File: src/rtl/fcs_pkg.sv
package fcs_pkg;

  localparam logic [15:0] SumInit = 16'hffff;

  typedef struct packed {
    logic [7:0] data_byte;
    logic       byte_present;
    logic       last_byte;
  } fcs_item_t;

  // 16-bit add with end-around carry
  function automatic logic [15:0] add_eac(input logic [15:0] a, input logic [15:0] b);
    logic [16:0] s;
    s = {1'b0, a} + {1'b0, b};
    return s[15:0] + {15'd0, s[16]};
  endfunction

endpackage

File: src/rtl/fletcher32_checksum.sv
// Fletcher-32 over a byte stream: bytes pair big-endian into 16-bit words, both
// sums start at 0xffff and add with end-around carry. One byte is taken every
// cycle unless the output stalls; an item passes an input register and then the
// sum/result register, where the checksum of the item carrying last_byte is held.
// An item with last_byte and no byte closes the message; an odd final byte is
// padded with a zero low byte. The sums return to 0xffff after every checksum.
module fletcher32_checksum (
  input  logic        clk_i,
  input  logic        rst_ni,
  input  logic        in_valid_i,
  output logic        in_ready_o,
  input  logic [7:0]  data_byte_i,
  input  logic        byte_present_i,
  input  logic        last_byte_i,
  output logic        out_valid_o,
  input  logic        out_ready_i,
  output logic [31:0] checksum_o
);
  import fcs_pkg::*;

  fcs_item_t in_item, item;
  logic      item_valid, item_take;

  assign in_item.data_byte    = data_byte_i;
  assign in_item.byte_present = byte_present_i;
  assign in_item.last_byte    = last_byte_i;

  fcs_in_reg u_in_reg (
    .clk_i       (clk_i),
    .rst_ni      (rst_ni),
    .in_valid_i  (in_valid_i),
    .in_ready_o  (in_ready_o),
    .in_item_i   (in_item),
    .item_valid_o(item_valid),
    .item_take_i (item_take),
    .item_o      (item)
  );

  fcs_core u_core (
    .clk_i       (clk_i),
    .rst_ni      (rst_ni),
    .item_valid_i(item_valid),
    .item_take_o (item_take),
    .item_i      (item),
    .out_valid_o (out_valid_o),
    .out_ready_i (out_ready_i),
    .checksum_o  (checksum_o)
  );

endmodule

File: src/rtl/fcs_in_reg.sv
module fcs_in_reg (
  input  logic              clk_i,
  input  logic              rst_ni,
  input  logic              in_valid_i,
  output logic              in_ready_o,
  input  fcs_pkg::fcs_item_t in_item_i,
  output logic              item_valid_o,
  input  logic              item_take_i,
  output fcs_pkg::fcs_item_t item_o
);
  import fcs_pkg::*;

  logic      valid_q, valid_d;
  fcs_item_t item_q;

  assign in_ready_o = !valid_q || item_take_i;

  always_comb begin
    valid_d = valid_q;
    if (in_ready_o) begin
      valid_d = in_valid_i;
    end
  end

  always_ff @(posedge clk_i or negedge rst_ni) begin
    if (!rst_ni) begin
      valid_q <= 1'b0;
    end else begin
      valid_q <= valid_d;
    end
  end

  // payload: load on every transfer
  always_ff @(posedge clk_i) begin
    if (in_valid_i && in_ready_o) begin
      item_q <= in_item_i;
    end
  end

  assign item_valid_o = valid_q;
  assign item_o       = item_q;

endmodule

File: src/rtl/fcs_core.sv
module fcs_core (
  input  logic              clk_i,
  input  logic              rst_ni,
  input  logic              item_valid_i,
  output logic              item_take_o,
  input  fcs_pkg::fcs_item_t item_i,
  output logic              out_valid_o,
  input  logic              out_ready_i,
  output logic [31:0]       checksum_o
);
  import fcs_pkg::*;

  logic [15:0] first_q, first_d, second_q, second_d;
  logic [15:0] first_new, second_new, word;
  logic [7:0]  held_byte_q;
  logic        held_q, held_d;
  logic        absorb;
  logic        out_valid_q, out_valid_d;
  logic [31:0] checksum_q;

  assign item_take_o = item_valid_i && (!out_valid_q || out_ready_i);

  // at most one word per item: a full pair, or a padded final byte
  always_comb begin
    absorb = (item_i.byte_present && held_q) ||
             (item_i.last_byte && (held_q || item_i.byte_present));
    if (held_q) begin
      word = {held_byte_q, item_i.byte_present ? item_i.data_byte : 8'h00};
    end else begin
      word = {item_i.data_byte, 8'h00};
    end
    first_new  = absorb ? add_eac(first_q, word) : first_q;
    second_new = absorb ? add_eac(second_q, first_new) : second_q;
  end

  always_comb begin
    first_d     = first_q;
    second_d    = second_q;
    held_d      = held_q;
    out_valid_d = out_valid_q;
    if (out_ready_i) begin
      out_valid_d = 1'b0;
    end
    if (item_take_o) begin
      if (item_i.last_byte) begin
        first_d     = SumInit;
        second_d    = SumInit;
        held_d      = 1'b0;
        out_valid_d = 1'b1;
      end else begin
        first_d  = first_new;
        second_d = second_new;
        if (item_i.byte_present) begin
          held_d = !held_q;
        end
      end
    end
  end

  always_ff @(posedge clk_i or negedge rst_ni) begin
    if (!rst_ni) begin
      first_q     <= SumInit;
      second_q    <= SumInit;
      held_q      <= 1'b0;
      out_valid_q <= 1'b0;
    end else begin
      first_q     <= first_d;
      second_q    <= second_d;
      held_q      <= held_d;
      out_valid_q <= out_valid_d;
    end
  end

  always_ff @(posedge clk_i) begin
    if (item_take_o && item_i.byte_present && !held_q) begin
      held_byte_q <= item_i.data_byte;
    end
    if (item_take_o && item_i.last_byte) begin
      checksum_q <= {second_new, first_new};
    end
  end

  assign out_valid_o = out_valid_q;
  assign checksum_o  = checksum_q;

endmodule

File: config.mk
export PLATFORM = sky130hd
export DESIGN_NAME = fletcher32_checksum
export DESIGN_NICKNAME = d
export VERILOG_FILES = /design/src/rtl/fcs_pkg.sv /design/src/rtl/fletcher32_checksum.sv /design/src/rtl/fcs_in_reg.sv /design/src/rtl/fcs_core.sv
export SDC_FILE = /design/constraint.sdc
export NUM_CORES = 1
export LEC_CHECK = 0
export BUFFER_PORTS_ARGS = -buffer_cell sky130_fd_sc_hd__buf_2
export CELL_PAD_IN_SITES_DETAIL_PLACEMENT = 1
export CELL_PAD_IN_SITES_GLOBAL_PLACEMENT = 2
export CORE_ASPECT_RATIO = 0.7
export CORE_UTILIZATION = 35
export CTS_CLUSTER_SIZE = 40
export DETAILED_ROUTE_END_ITERATION = 10
export HOLD_SLACK_MARGIN = 0.03
export PLACE_DENSITY_LB_ADDON = 0.05
export REMOVE_ABC_BUFFERS = 1
export SYNTH_ARGS = -nofsm -noshare
export SYNTH_HDL_FRONTEND = slang
export SYNTH_SLANG_ARGS = --single-unit
File: constraint.sdc
create_clock -name clk_i -period 6.5 [get_ports clk_i]
set_clock_uncertainty 0.1 [all_clocks]
set_input_delay 0.65 -clock clk_i [delete_from_list [all_inputs] [get_ports clk_i]]
set_output_delay 0.65 -clock clk_i [all_outputs]
set_load 0.05 [all_outputs]
# Word level (Yosys, flattened, before mapping)
# Cells that the tools add are included.
[totals] reg_bits=85
[op_classes] n_addsub=4 muxes=11 n_reduce_logical=16
[ops] op="16-bit two-way mux" n=5
[ops] op="16-bit by 16-bit adder with 17-bit output" n=2
[ops] op="16-bit by 1-bit adder with 16-bit output" n=2
[ops] op="8-bit two-way mux" n=1
[ops] op="1-bit logical AND" n=7
[ops] op="1-bit two-way mux" n=5
[ops] op="1-bit logical OR" n=4
[ops] op="1-bit zero test" n=3
[ops] op="2-bit AND reduction" n=1
[ops] op="2-bit nonzero test" n=1

# Logic depth before layout (Yosys ltp)
[depth] ltp_word=9 ltp_mapped=39 mapped_depth_nobuf=37

# Cells and area by module
# A second synthesis with hierarchy kept.
[hier_totals] hier_cells=529 area_unflattened_um2=5622.9
[by_module_without_submodules] mod="fcs_core" instances=1 cells_per_inst=515 area_per_inst_um2=5268.8 seq_area_each_um2=2092.0
[by_module_without_submodules] mod="fcs_in_reg" instances=1 cells_per_inst=14 area_per_inst_um2=354.1 seq_area_each_um2=325.3

# Worst setup path before layout
# Ideal clock, no wire load.
[synth_timing] kind="flip-flop to flip-flop" start="reg u_core.held_q" end="reg u_core.checksum_q[30] (netlist: u_core.checksum_o[30]) (data pin)" arrival_ns=6.441 required_time_ns=6.130 path_slack_ns=-0.311 path_stages_with_launch=40 synth_period_minus_slack_ns=6.811 path_cell_list="dfrtp_1 -> clkbuf_1 -> clkbuf_1 -> and3_1 -> ha_1 -> inv_1 -> fa_1 -> nand2b_1 -> a211o_1 -> a21oi_1 -> o41ai_1 -> o21bai_1 -> a21oi_1 -> nor2b_1 -> o21ai_0 -> nand2b_1 -> ha_1 -> ha_1 -> [... 4 more ...] -> a21oi_1 -> ha_1 -> inv_1 -> o21bai_1 -> a21oi_1 -> o21ai_0 -> a21oi_1 -> o21bai_1 -> a21oi_1 -> o21bai_1 -> ha_1 -> ha_1 -> nand2_1 -> nor4_4 -> and3_4 -> and3_1 -> xnor2_1 -> a21oi_1"
[synth_via] elab_chain_cells=7 elab_cells_between_ends=11 cone_classes="4 x add/sub; 3 x mux; 4 x reduce/logical"
[synth_lines] item="from (decl)" line="fcs_core.sv:16" text="logic held_q, held_d;"
[synth_lines] item="from (signal assigned)" line="fcs_core.sv:69" text="held_q <= held_d;"
[synth_lines] item="16-bit two-way mux / 1-bit logical OR (equally long branches)" line="fcs_core.sv:27, fcs_core.sv:26"
[synth_lines] item="16-bit by 16-bit adder with 17-bit output / 1-bit logical AND (equally long branches)" line="fcs_pkg.sv:14, fcs_core.sv:26"
[synth_lines] item="16-bit by 1-bit adder with 16-bit output / 1-bit logical OR (equally long branches)" line="fcs_pkg.sv:15, fcs_core.sv:25"
[synth_lines] item="16-bit two-way mux *" line="fcs_core.sv:32" text="first_new = absorb ? add_eac(first_q, word) : first_q;"
[synth_lines] item="named net u_core.first_new[10]" line="fcs_core.sv:14" text="logic [15:0] first_new, second_new, word;"
[synth_lines] item="16-bit by 16-bit adder with 17-bit output *" line="fcs_pkg.sv:14" text="s = {1'b0, a} + {1'b0, b};"
[synth_lines] item="16-bit by 1-bit adder with 16-bit output *" line="fcs_pkg.sv:15" text="return s[15:0] + {15'd0, s[16]};"
[synth_lines] item="16-bit two-way mux *" line="fcs_core.sv:33" text="second_new = absorb ? add_eac(second_q, first_new) : second_q;"
[synth_lines] item="named net u_core.second_new[14]" line="fcs_core.sv:14"
[synth_lines] item="to (signal assigned)" line="fcs_core.sv:79" text="checksum_q <= {second_new, first_new};"
[synth_lines] item="to (decl)" line="fcs_core.sv:19" text="logic [31:0] checksum_q;"
# The timed path passes the listed nets; every way through them passes the cells marked *.
# A chain may end at the register's enable or synchronous reset.

# Worst setup path in the final report
[layout_timing] start="reg u_core.held_q" end="reg u_core.checksum_q[31] (netlist: u_core.checksum_o[31]) (data pin)"
# The elaborated chain is that of the path after synthesis.

==> impl_metrics.json <==
{
  "status": "finished, violations left",
  "violations": "setup timing",
  "yosysTopAreaCell": "edfxtp_1",
  "final_area_sq_um": 7760,
  "synth_area_sq_um": 5470,
  "hpwl_um": 12600,
  "ctsLongestPathBuffers": 2,
  "yosysMostFrequentCell": "nor2_1",
  "grt_antenna_before_repair": 0,
  "slew-limit-headroom_pct": 9.53,
  "routed_wl_um": 17800,
  "cp_max_fo": 4,
  "viasPerCell": 5.23,
  "setup_tns_ps": -595,
  "cpPeakStageDelay_ps": 410,
  "fillCellCount": 1671,
  "drtPass1Iterations": 4,
  "fp.dieArea_sq_um": 16100,
  "crit_family": "compound AO/OA/AOI/OAI gates",
  "synth.avg_cell_area_sq_um": 10.1,
  "grt_util_met3_pct": 3.87,
  "area_growth_pct": 41.8,
  "postRouteAntennaNets": 0,
  "final_max_slew_viol_count": 0,
  "async_flop_share_pct": 41.2,
  "multi_input_area_sq_um": 3430,
  "tightest_slew_ps": 1350,
  "yosysSeqAreaShare_pct": 44.2,
  "synth_area_leaders": "edfxtp_1 27%, dfstp_2 15%, ha_1 8.7%",
  "synth_edf_count": 50,
  "core_area_sq_um": 15000,
  "setup-violations-final": 10,
  "holdWs_ps": 353,
  "syn_inst": 539,
  "cts_buffers": 9,
  "gp_congestion": 0.846,
  "use_met2_pct": 36.4,
  "fin_crit_sh_pct": 102,
  "period_needed_ps": 6600,
  "drc": 0,
  "regToRegStartpoint": "u_core.held_q",
  "cp-end-kind": "flop",
  "regToRegSetupSlack_ps": -100,
  "seqCellArea_sq_um": 2420,
  "grt_pass1_wl_um": 27500,
  "tritoncts": "built",
  "yosys_warnings": 0,
  "first_global_vias": 4991,
  "r2r-end": "u_core.checksum_o[31]",
  "drt_iter0_drc": 212,
  "start_kind": "flop",
  "ys_top_cells_by_count": "63 x nor2_1, 62 x a21oi_1, 50 x edfxtp_1, 38 x ha_1, 33 x nand2_1",
  "cp_data_required_time_ps": 6470,
  "routed-via-count": 4778,
  "cts-root-buf": "clkbuf_16",
  "synth_ff_type": "edfxtp_1",
  "crit_arrival_ps": 6570,
  "crit_type": "flop to flop",
  "holdCritPathClass": "input pin to async pin",
  "setup_ws_ps": -98.6,
  "grt_max_degree": 47,
  "crit_slowest_cell": "dfrtp_1",
  "initial_core_util_pct": 36.5,
  "clk-insertion-delay-late_ps": 360,
  "place_area_sq_um": 6700,
  "io_buffers": 47,
  "grt_use_met1_pct": 32.0,
  "grt_overflow": 0,
  "grt-busiest-layer": "met2",
  "avgRoutedWirePerCell_um": 19.4,
  "synth_top_area_share_pct": 27.4,
  "chipHeight_um": 107,
  "rows": 37,
  "antennaDiodeCount": 0,
  "reg2reg_depth": 37,
  "dp_slack_ps": -598,
  "max-cap-violations": 0,
  "io_pins": 48,
  "die-width_um": 151,
  "synth.distinct_cells": 55,
  "drive_gt1_share_pct": 46.9,
  "grt_usage_pct": 22.9,
  "max_freq_mhz": 152,
  "crit_cells": 37,
  "ys_ff_latch": 85,
  "rsz0062_at_grt": "yes",
  "clkTransAtPathRegs_ps": 70,
  "cts_sinks": 85,
  "hold_viol_final": 0,
  "fin_nets": 767,
  "cts.htree.levels": 3,
  "cp.buffers_inverters": 4
}
-- timing repair --
item / CTS / global route
resized for setup: 56 / 47
setup buffers: 17 / 10
gates cloned: 0 / 0
endpoints found under the setup margin: 30 / 31
hold buffers: 0 / 0
pin swaps: 45 / 43
-- final cells by class --
| type | count | area share (%) |
|---|---|---|
| clock buffer | 9 | 2.90 |
| multi-input combinational | 418 | 44.2 |
| timing repair buffer | 184 | 16.6 |
| tap | 195 | 3.15 |
| clock inverter | 7 | 1.26 |
| sequential | 85 | 31.2 |
| inverter | 15 | 0.726 |
-- routing by layer --
layer	share of wire, %	vias up
met5	0	-
met2	47	65
li1	-	2310
met4	1.4	0
met1	49	2385
met3	3.0	18
-- stage by stage --
stage	util (%)	std cells
6_report	51.7	913
2_1_floorplan	-	518
3_3_place_gp	44.7	870
3_5_place_dp	44.7	870
5_1_grt	51.7	913
4_1_cts	49.5	903
-- worst max path at each step --
stage	start	endpoint	slack, ps
6_report	u_core.held_q	u_core.checksum_o[31]	-100
5_1_grt	u_core.held_q	u_core.checksum_o[31]	-510
4_1_cts	u_core.held_q	u_core.checksum_o[30]	-150
3_5_place_dp	u_core.held_q	u_core.checksum_o[30]	-600
3_3_place_gp	u_core.held_q	u_core.checksum_o[30]	-250
2_1_floorplan	u_core.held_q	u_core.checksum_o[30]	-400
-- cells in the final DEF, fill, tap and decap left out, drive strengths merged, types with 2 or more instances in the layout --
master    Yosys  layout
xor2         22      22
o21ai        25      25
ha           38      38
o41ai         2       2
bufinv        0       2
edfxtp       50      50
dfrtp         3       3
nor3         15      15
nand4         4       4
clkbuf       18       9
o21bai        7       7
mux2         11      11
and3         12      12
and2          4       4
fa            2       2
buf           3     184
o211ai        2       2
a31oi         8       8
o21a          4       4
nand2b        8       8
or3           7       7
a21o          4       4
clkinvlp      0       2
xnor2        30      30
nand3         5       5
inv          15      17
nor2         64      64
a211oi        4       4
nor4          3       3
nand2        34      34
dfstp        32      32
a21oi        65      65
o31ai         3       3
o22a         22      22
-- flip-flops by register name, indices dropped and copies added, names as in the netlist --
signal	cells
u_core.checksum_o	32
u_core.first_q	16
u_core.second_q	16
u_in_reg.item_o	10
u_core.held_byte_q	8
u_core.held_q	1
u_core.out_valid_o	1
u_in_reg.item_valid_o	1
-- logic make-up after synthesis --
kind of cell	count (synthesis)	synth area share, %
flip-flops	85	44.2
AND/OR/NAND/NOR	160	14.6
XOR/XNOR	53	8.87
AO/OA/AOI/OAI	153	18.0
adder cells (fa/ha/maj)	40	9.42
multiplexers	12	2.45
buffers and inverters	36	2.49
Power is left out: the tool's default activity adds up to more than one toggle a clock period on the data nets, which glitch-free logic cannot reach.
